<file path="src/hdl/cfgp_pkg.sv">
// package for the codon frameshift gap padder
// holds sizes, the codon constant and the word group passed from step to emit stage
`timescale 1ns / 1ps

package cfgp_pkg;

   localparam int MAX_COLUMNS = 65536;
   localparam int CODON_LEN   = 3;
   localparam int POS_W       = $clog2(MAX_COLUMNS);
   localparam int POSX_W      = POS_W + 1;
   localparam int RUN_W       = 16;
   localparam int CODE_W      = 4;
   localparam int CODON_W     = 15;
   localparam int OUT_W       = 16;

   localparam logic [RUN_W-1:0]  SAT_MAX   = {RUN_W{1'b1}};
   localparam logic [POSX_W-1:0] MAX_POS_X = POSX_W'(MAX_COLUMNS);
   localparam logic [POS_W-1:0]  LAST_POS  = POS_W'(MAX_COLUMNS - 1);
   localparam logic [1:0]        CODON_2   = 2'(CODON_LEN);
   localparam logic [CODE_W-1:0] GAP_RESET = 4'd15;

   typedef struct packed {
      logic [CODE_W-1:0]  ref_base;
      logic [CODE_W-1:0]  query_base;
      logic [CODE_W-1:0]  gap_code;
      logic [1:0]         npad;
      logic [POS_W-1:0]   pos;
      logic               mark;
      logic [CODON_W-1:0] codon;
      logic [OUT_W-1:0]   shift;
      logic               final_col;
      logic [OUT_W-1:0]   trimmed;
   } group_type;

   function automatic logic [1:0] mod3_inc(input logic [1:0] m);
      logic [1:0] r;
      r = (m == CODON_2 - 2'd1) ? 2'd0 : m + 2'd1;
      return r;
   endfunction

endpackage

</file>
<file path="src/hdl/codon_frameshift_gap_padder.sv">
// top level of the codon frameshift gap padder
// depends on cfgp_pkg, cfgp_step and cfgp_emit
//
// Usage:
//   req_* takes one alignment column per word (reference code, query code,
//   final-column flag). rsp_* gives one to three words per column: the
//   padding columns that close a reference gap run to a whole codon, then
//   the column itself. csr_gap_code sets the code that means a gap; write it
//   only while the block is idle. csr_ready is always high.
//   The first word of a column passes through the input register, then the
//   result register, before it shows on rsp_*. Throughput: while rsp_ready
//   is high the result register sends one word per cycle, padding words
//   first; with no padding a column is then taken every cycle. The input
//   register can still take one column while a finished word waits in the
//   result register.
//   When rsp_ready is low the result word holds, and after the input
//   register fills req_ready drops until the result register frees.
//   Reset clears all column state and sets the gap code to 15. A final
//   column returns the state to reset for the next region.
`timescale 1ns / 1ps

module codon_frameshift_gap_padder (
   input  logic                         clock,
   input  logic                         reset,
   input  logic                         req_valid,
   output logic                         req_ready,
   input  logic [cfgp_pkg::CODE_W-1:0]  req_ref_base,
   input  logic [cfgp_pkg::CODE_W-1:0]  req_query_base,
   input  logic                         req_final_column,
   output logic                         rsp_valid,
   input  logic                         rsp_ready,
   output logic [cfgp_pkg::CODE_W-1:0]  rsp_out_ref_base,
   output logic [cfgp_pkg::CODE_W-1:0]  rsp_out_query_base,
   output logic [cfgp_pkg::OUT_W-1:0]   rsp_column_position,
   output logic                         rsp_is_padding,
   output logic                         rsp_misaligned_mark,
   output logic [cfgp_pkg::CODON_W-1:0] rsp_misaligned_codon,
   output logic [cfgp_pkg::OUT_W-1:0]   rsp_frameshift_count,
   output logic [cfgp_pkg::OUT_W-1:0]   rsp_trimmed_length,
   output logic                         rsp_final_result,
   input  logic                         csr_valid,
   output logic                         csr_ready,
   input  logic [cfgp_pkg::CODE_W-1:0]  csr_gap_code
);
   import cfgp_pkg::*;

   logic [CODE_W-1:0] gap_ff, gap_in;
   logic              grp_valid;
   logic              grp_ready;
   group_type         grp;

   assign csr_ready = 1'b1;
   assign gap_in    = (csr_valid && csr_ready) ? csr_gap_code : gap_ff;

   always_ff @(posedge clock) begin
      if (reset) begin
         gap_ff <= GAP_RESET;
      end else begin
         gap_ff <= gap_in;
      end
   end

   cfgp_step u_step (
      .clock            (clock),
      .reset            (reset),
      .req_valid        (req_valid),
      .req_ready        (req_ready),
      .req_ref_base     (req_ref_base),
      .req_query_base   (req_query_base),
      .req_final_column (req_final_column),
      .gap_code         (gap_ff),
      .grp_ready        (grp_ready),
      .grp_valid        (grp_valid),
      .grp              (grp)
   );

   cfgp_emit u_emit (
      .clock                (clock),
      .reset                (reset),
      .grp_valid            (grp_valid),
      .grp_ready            (grp_ready),
      .grp                  (grp),
      .rsp_valid            (rsp_valid),
      .rsp_ready            (rsp_ready),
      .rsp_out_ref_base     (rsp_out_ref_base),
      .rsp_out_query_base   (rsp_out_query_base),
      .rsp_column_position  (rsp_column_position),
      .rsp_is_padding       (rsp_is_padding),
      .rsp_misaligned_mark  (rsp_misaligned_mark),
      .rsp_misaligned_codon (rsp_misaligned_codon),
      .rsp_frameshift_count (rsp_frameshift_count),
      .rsp_trimmed_length   (rsp_trimmed_length),
      .rsp_final_result     (rsp_final_result)
   );

endmodule

</file>
<file path="src/hdl/cfgp_step.sv">
// input register, column state and per-column padding / frameshift logic
// depends on cfgp_pkg; feeds one word group per column to cfgp_emit
`timescale 1ns / 1ps

module cfgp_step (
   input  logic                        clock,
   input  logic                        reset,
   input  logic                        req_valid,
   output logic                        req_ready,
   input  logic [cfgp_pkg::CODE_W-1:0] req_ref_base,
   input  logic [cfgp_pkg::CODE_W-1:0] req_query_base,
   input  logic                        req_final_column,
   input  logic [cfgp_pkg::CODE_W-1:0] gap_code,
   input  logic                        grp_ready,
   output logic                        grp_valid,
   output cfgp_pkg::group_type         grp
);
   import cfgp_pkg::*;

   logic                in_valid_ff, in_valid_in;
   logic [CODE_W-1:0]   rb_ff, qb_ff;
   logic                fin_ff;

   logic [POS_W-1:0]    pos_ff, pos_in;
   logic [1:0]          pmod_ff, pmod_in;
   logic [POS_W-1:0]    codon_ff, codon_in;
   logic [RUN_W-1:0]    rrun_ff, rrun_in;
   logic [1:0]          rmod_ff, rmod_in;
   logic [RUN_W-1:0]    qrun_ff, qrun_in;
   logic [1:0]          qmod_ff, qmod_in;
   logic [RUN_W-1:0]    shift_ff, shift_in;

   logic                take;
   logic                mark;
   logic [1:0]          npad;
   logic [RUN_W-1:0]    rrun_nx, qrun_nx, shift_nx;
   logic [1:0]          rmod_nx, qmod_nx;
   logic [POSX_W-1:0]   pos_sum;
   logic [POSX_W-1:0]   pos_wrap;
   logic [POS_W-1:0]    pos_after;
   logic [1:0]          pmod_after;
   logic [2:0]          pmod_sum;
   logic [POS_W-1:0]    codon_after;
   logic [POS_W-1:0]    trim_pos;
   logic [POS_W+RUN_W-1:0] qrun_x, pos_x;
   logic [POS_W+OUT_W-1:0] trim_x, codon_x;

   assign take      = in_valid_ff && grp_ready;
   assign req_ready = !in_valid_ff || grp_ready;
   assign grp_valid = in_valid_ff;

   assign qrun_x = {{POS_W{1'b0}}, qrun_ff};
   assign pos_x  = {{RUN_W{1'b0}}, pos_ff};

   always_comb begin
      rrun_nx  = rrun_ff;
      rmod_nx  = rmod_ff;
      qrun_nx  = qrun_ff;
      qmod_nx  = qmod_ff;
      shift_nx = shift_ff;
      mark     = 1'b0;
      npad     = 2'd0;
      if (rb_ff == gap_code) begin
         if (rrun_ff != SAT_MAX) begin
            rrun_nx = rrun_ff + 1'b1;
            rmod_nx = mod3_inc(rmod_ff);
         end
      end else begin
         if (qb_ff == gap_code) begin
            if (qrun_ff != SAT_MAX) begin
               qrun_nx = qrun_ff + 1'b1;
               qmod_nx = mod3_inc(qmod_ff);
            end
         end else if (qmod_ff != 2'd0) begin
            if (qrun_x != pos_x && shift_ff != SAT_MAX) begin
               shift_nx = shift_ff + 1'b1;
            end
            qrun_nx = '0;
            qmod_nx = 2'd0;
         end else if (rrun_ff != '0 && rmod_ff == 2'd0 && pmod_ff != 2'd0) begin
            mark = 1'b1;
         end
         if (rmod_ff != 2'd0 && pmod_ff != rmod_ff) begin
            mark = 1'b1;
         end
         npad    = (rmod_ff == 2'd0) ? 2'd0 : CODON_2 - rmod_ff;
         rrun_nx = '0;
         rmod_nx = 2'd0;
      end
   end

   // position after the 1 to 3 words of this column, with wrap
   always_comb begin
      pos_sum  = {1'b0, pos_ff} + {{(POSX_W-2){1'b0}}, npad} + 1'b1;
      pos_wrap = pos_sum - MAX_POS_X;
      pmod_sum = {1'b0, pmod_ff} + {1'b0, npad} + 3'd1;
      if (pos_sum >= MAX_POS_X) begin
         pos_after   = pos_wrap[POS_W-1:0];
         pmod_after  = pos_wrap[1:0];
         codon_after = '0;
      end else begin
         pos_after = pos_sum[POS_W-1:0];
         if (pmod_sum >= {1'b0, CODON_2}) begin
            pmod_after  = 2'(pmod_sum - {1'b0, CODON_2});
            codon_after = codon_ff + 1'b1;
         end else begin
            pmod_after  = pmod_sum[1:0];
            codon_after = codon_ff;
         end
      end
      trim_pos = pos_after - {{(POS_W-2){1'b0}}, pmod_after};
      trim_x   = {{OUT_W{1'b0}}, trim_pos};
      codon_x  = {{OUT_W{1'b0}}, codon_ff};
   end

   always_comb begin
      grp.ref_base   = rb_ff;
      grp.query_base = qb_ff;
      grp.gap_code   = gap_code;
      grp.npad       = npad;
      grp.pos        = pos_ff;
      grp.mark       = mark;
      grp.codon      = mark ? codon_x[CODON_W-1:0] : '0;
      grp.shift      = shift_nx;
      grp.final_col  = fin_ff;
      grp.trimmed    = fin_ff ? trim_x[OUT_W-1:0] : '0;
   end

   always_comb begin
      in_valid_in = in_valid_ff;
      pos_in      = pos_ff;
      pmod_in     = pmod_ff;
      codon_in    = codon_ff;
      rrun_in     = rrun_ff;
      rmod_in     = rmod_ff;
      qrun_in     = qrun_ff;
      qmod_in     = qmod_ff;
      shift_in    = shift_ff;
      if (take) begin
         in_valid_in = 1'b0;
         if (fin_ff) begin
            pos_in   = '0;
            pmod_in  = 2'd0;
            codon_in = '0;
            rrun_in  = '0;
            rmod_in  = 2'd0;
            qrun_in  = '0;
            qmod_in  = 2'd0;
            shift_in = '0;
         end else begin
            pos_in   = pos_after;
            pmod_in  = pmod_after;
            codon_in = codon_after;
            rrun_in  = rrun_nx;
            rmod_in  = rmod_nx;
            qrun_in  = qrun_nx;
            qmod_in  = qmod_nx;
            shift_in = shift_nx;
         end
      end
      if (req_valid && req_ready) begin
         in_valid_in = 1'b1;
      end
   end

   always_ff @(posedge clock) begin
      if (reset) begin
         in_valid_ff <= 1'b0;
         pos_ff      <= '0;
         pmod_ff     <= 2'd0;
         codon_ff    <= '0;
         rrun_ff     <= '0;
         rmod_ff     <= 2'd0;
         qrun_ff     <= '0;
         qmod_ff     <= 2'd0;
         shift_ff    <= '0;
      end else begin
         in_valid_ff <= in_valid_in;
         pos_ff      <= pos_in;
         pmod_ff     <= pmod_in;
         codon_ff    <= codon_in;
         rrun_ff     <= rrun_in;
         rmod_ff     <= rmod_in;
         qrun_ff     <= qrun_in;
         qmod_ff     <= qmod_in;
         shift_ff    <= shift_in;
      end
   end

   always_ff @(posedge clock) begin
      if (req_valid && req_ready) begin
         rb_ff  <= req_ref_base;
         qb_ff  <= req_query_base;
         fin_ff <= req_final_column;
      end
   end

endmodule

</file>
<file path="src/hdl/cfgp_emit.sv">
// result register: sends the padding words of a column, then the column word
// depends on cfgp_pkg; loaded from cfgp_step
`timescale 1ns / 1ps

module cfgp_emit (
   input  logic                         clock,
   input  logic                         reset,
   input  logic                         grp_valid,
   output logic                         grp_ready,
   input  cfgp_pkg::group_type          grp,
   output logic                         rsp_valid,
   input  logic                         rsp_ready,
   output logic [cfgp_pkg::CODE_W-1:0]  rsp_out_ref_base,
   output logic [cfgp_pkg::CODE_W-1:0]  rsp_out_query_base,
   output logic [cfgp_pkg::OUT_W-1:0]   rsp_column_position,
   output logic                         rsp_is_padding,
   output logic                         rsp_misaligned_mark,
   output logic [cfgp_pkg::CODON_W-1:0] rsp_misaligned_codon,
   output logic [cfgp_pkg::OUT_W-1:0]   rsp_frameshift_count,
   output logic [cfgp_pkg::OUT_W-1:0]   rsp_trimmed_length,
   output logic                         rsp_final_result
);
   import cfgp_pkg::*;

   logic                   busy_ff, busy_in;
   group_type              grp_ff;
   logic [1:0]             pad_left_ff;
   logic [POS_W-1:0]       pos_ff;
   logic                   last_word;
   logic                   load;
   logic                   advance;
   logic [POS_W+OUT_W-1:0] pos_x;

   assign last_word = (pad_left_ff == 2'd0);
   assign grp_ready = !busy_ff || (last_word && rsp_ready);
   assign load      = grp_valid && grp_ready;
   assign advance   = busy_ff && rsp_ready && !last_word;

   always_comb begin
      busy_in = busy_ff;
      if (busy_ff && rsp_ready && last_word) begin
         busy_in = 1'b0;
      end
      if (load) begin
         busy_in = 1'b1;
      end
   end

   always_ff @(posedge clock) begin
      if (reset) begin
         busy_ff <= 1'b0;
      end else begin
         busy_ff <= busy_in;
      end
   end

   always_ff @(posedge clock) begin
      if (load) begin
         grp_ff      <= grp;
         pad_left_ff <= grp.npad;
         pos_ff      <= grp.pos;
      end else if (advance) begin
         pad_left_ff <= pad_left_ff - 2'd1;
         pos_ff      <= (pos_ff == LAST_POS) ? '0 : pos_ff + 1'b1;
      end
   end

   assign pos_x = {{OUT_W{1'b0}}, pos_ff};

   always_comb begin
      rsp_valid            = busy_ff;
      rsp_is_padding       = !last_word;
      rsp_out_ref_base     = last_word ? grp_ff.ref_base : grp_ff.gap_code;
      rsp_out_query_base   = last_word ? grp_ff.query_base : grp_ff.gap_code;
      rsp_column_position  = pos_x[OUT_W-1:0];
      rsp_misaligned_mark  = grp_ff.mark;
      rsp_misaligned_codon = grp_ff.codon;
      rsp_frameshift_count = grp_ff.shift;
      rsp_final_result     = grp_ff.final_col && last_word;
      rsp_trimmed_length   = last_word ? grp_ff.trimmed : '0;
   end

endmodule

</file>
<file path="config.mk">
export PLATFORM = sky130hd
export DESIGN_NAME = codon_frameshift_gap_padder
export DESIGN_NICKNAME = d
export VERILOG_FILES = /design/src/hdl/cfgp_pkg.sv /design/src/hdl/codon_frameshift_gap_padder.sv /design/src/hdl/cfgp_step.sv /design/src/hdl/cfgp_emit.sv
export SDC_FILE = /design/constraint.sdc
export NUM_CORES = 1
export LEC_CHECK = 0
export ABC_AREA = 0
export BUFFER_PORTS_ARGS = -buffer_cell sky130_fd_sc_hd__buf_2
export CORE_MARGIN = 2
export CORE_UTILIZATION = 35
export DETAILED_ROUTE_END_ITERATION = 7
export PLACE_DENSITY = 0.52
export SYNTH_ARGS = -nofsm -noshare
export SYNTH_HDL_FRONTEND = slang
export SYNTH_HIERARCHICAL = 1
export SYNTH_SLANG_ARGS = --single-unit
</file>
<file path="constraint.sdc">
create_clock -name clock -period 6.25 [get_ports clock]
set_input_delay 1.25 -clock clock [delete_from_list [all_inputs] [get_ports clock]]
set_output_delay 1.25 -clock clock [all_outputs]
set_load 0.01 [all_outputs]
</file>
==> flow_summary.yaml <==
outcome:
  status: "finished, final reports clean"
worst_setup_path:
  startpoint_type: "flip-flop"
  r2r_start: "u_step/rb_ff[0]"
  worstSetupPathType: "flip-flop to flip-flop"
  required_ps: 6420
  arrival_ps: 5720
  rrSetupSlack_ps: 710
  ff2ff_path_depth: 16
  worstSetupEndpointType: "flip-flop"
  r2r-end: "u_emit/grp_ff[15]"
  crit_fanout: 8
sta:
  hold_violations: 0
  setup_tns_ps: 0
  relSlewSlack_pct: 19.2
  rsz0062_at_grt: "no"
  tightest_slew_ps: 1210
  max_freq_mhz: 180
  setup_viol: 0
  layout_min_cycle_time_ps: 5540
  slew_violations: 0
  finClkSkew_ps: 13.6
  fin_crit_sh_pct: 88.7
clock_network:
  cts_resized: 0
  htreeDepth: 4
  clock_sinks: 179
  post_cts_buffers: 0
  cts_made_buffers: 17
  cts_root_buffer: "clkbuf_16"
  cts_buffer_depth: 2
  clkSlewWorstSetupHoldPaths_ps: 80
  tritoncts: "done"
  clk_latency_ps: 440
  ctsHoldBuffers: 0
placement:
  dp_hpwl_mm: 16.0
  placed_area_sq_mm: 0.0103
  port_buffers: 93
  place_congestion: 0.827
floorplan:
  start_util_pct: 35.3
  dieArea_sq_mm: 0.0292
  die_x_um: 171
  die_y_um: 171
  core_sq_mm: 0.0276
  io_pins: 95
  rows: 61
finish:
  final_area_sq_mm: 0.0108
  mostFrequentLayoutCells: "96 x nor2_1, 93 x buf_2, 91 x dfxtp_1, 88 x edfxtp_1, 80 x nand2_1"
  finalNetCount: 1116
  drive_above_1_share_pct: 15.1
  antenna_cells: 0
  final_common_cell: "nor2_1"
  area_growth_pct: 11.3
global_route:
  grt_max_degree: 68
  grt_pass1_vias: 7103
  antenna_found_initial: 0
  grt_usage_pct: 16.6
  grt_pass1_wl_mm: 38.2
  overflow: 0
detailed_routing:
  routed_wl_mm: 23.8
  dr.first_iter.drc_count: 545
  wire_per_inst_um: 16.1
  route.detailed.drc: 0
  vias: 7621
  ant_nets: 0
  via_per_inst: 5.17
  firstDrtPassIters: 6
yosys:
  synth_nets: 1084
  synth-seq-cells: 179
  yosysUniqueCellTypes: 73
  synth_top_cells_by_area: "edfxtp_1 27%, dfxtp_1 19%, xnor2_1 5.8%, nor2_1 3.7%, a21oi_1 3.5%"
  ys_warn_count: 6
  synth_top_area_cell: "edfxtp_1"
  synth_area_per_cell_sq_um: 9.28
  yosysSeqAreaShare_pct: 45.8
  synthCells: 1050
  synth_enable_flop_cells: 88
  synth_top_area_share_pct: 27.1
  async_reset_ff_share_pct: 0
  syn_area_sq_mm: 0.00974
  ys.flop_type: "dfxtp_1"
min_path:
  hold-path-endpoint: "u_emit/grp_ff[75]"
  hold_path.startpoint: "u_step/rb_ff[0]"
  min_path_cells: 0
  hp-class: "flip-flop to flip-flop"
run:
  drv_cap: 0
power:
  power.leakage_nw: 3.83
  power_density_mw_per_mm2: 249
  power_mw: 2.70
  ir_drop_v: 0.000163
sequential cells by signal, indices dropped and copies added, names as in the netlist, 2 cells and up:
register / count
gap_ff: 4
u_emit/grp_ff: 29
u_emit/pad_left_ff: 2
u_emit/rsp_column_position: 16
u_emit/rsp_frameshift_count: 16
u_emit/rsp_misaligned_codon: 15
u_step/codon_ff: 15
u_step/pmod_ff: 2
u_step/pos_ff: 16
u_step/qb_ff: 4
u_step/qmod_ff: 2
u_step/qrun_ff: 16
u_step/rb_ff: 4
u_step/rmod_ff: 2
u_step/rrun_ff: 16
u_step/shift_ff: 16
metal layers:
metal,wire [um],part of all wire [%],up-vias,track usage [%]
met5,0,0,-,0
met2,10900,46,206,26.2
met1,11400,48,3618,23.2
met3,1100,4.6,28,2.82
met4,394,1.7,0,5.34
li1,-,-,3769,-
cell usage after synthesis, types with 18 or more instances:
cell type	n
nand4_1	18
xnor2_1	65
and3_1	22
edfxtp_1	88
or3_1	27
buf_4	40
dfxtp_1	91
nand3_1	34
a22oi_1	18
xor2_1	21
a21oi_1	68
clkbuf_1	46
nor3_1	21
nand2_1	80
o21ai_0	57
nor2_1	96
inv_1	33
and2_1	43
a31oi_1	18
layout make-up:
class	count	area, sq um
Sequential cell	179	4460
Fill cell	2806	16800
Tap cell	378	473
Clock buffer	17	425
Timing Repair Buffer	106	563
Inverter	34	128
Clock inverter	15	141
Multi-Input combinational cell	744	4640
metrics by stage:
stage,utilization (%),setup slack [ps],cells,hold slack [ps]
floorplan,-,1340,1050,447
global placement,37.2,905,1441,450
detailed placement,37.2,743,1441,459
CTS,39.2,717,1473,482
global route,39.2,85.7,1473,508
finish,39.2,708,1473,478
power breakdown:
part	leakage [nW]	switching, mW	internal [mW]
registers	1.56	0.0313	1.29
logic	1.99	0.200	0.121
clock network	0.278	0.528	0.530
total	3.83	0.760	1.94
worst max-delay path by stage:
stage,from,end,slack [ps],cells past startpoint
5_1_grt,u_step/rb_ff[0],u_emit/grp_ff[13],90,16
3_5_place_dp,u_step/rb_ff[0],u_emit/grp_ff[13],740,16
4_1_cts,u_step/rb_ff[0],u_emit/grp_ff[13],720,16
6_report,u_step/rb_ff[0],u_emit/grp_ff[15],710,16
2_1_floorplan,u_step/rb_ff[0],u_emit/grp_ff[12],1340,17
3_3_place_gp,u_step/rb_ff[0],u_emit/grp_ff[12],900,17
worst max-delay path, cell delays in order (launching register included):
cell	delay (ps)
edfxtp_1	400
xor2_1	440
nor4_1	90
buf_4	180
or3b_2	490
ha_1	270
inv_1	110
ha_1	290
inv_1	180
a2111oi_0	910
mux2i_1	450
ha_1	320
a21o_1	240
a211oi_4	290
nand4_2	220
o31ai_1	270
o41ai_1	110
logic make-up after synthesis:
logic type	Yosys count	share of synthesized area, %
other	1	0.0385
muxes	5	0.539
AOI/OAI and AO/OA	214	14.1
DFF	179	45.8
xor gates and xnor gates	89	8.23
adders and majority gates	16	2.13
buffers and inverters	127	6.50
and+or+nand+nor	419	22.7
Power figures use the tool's default switching activity.
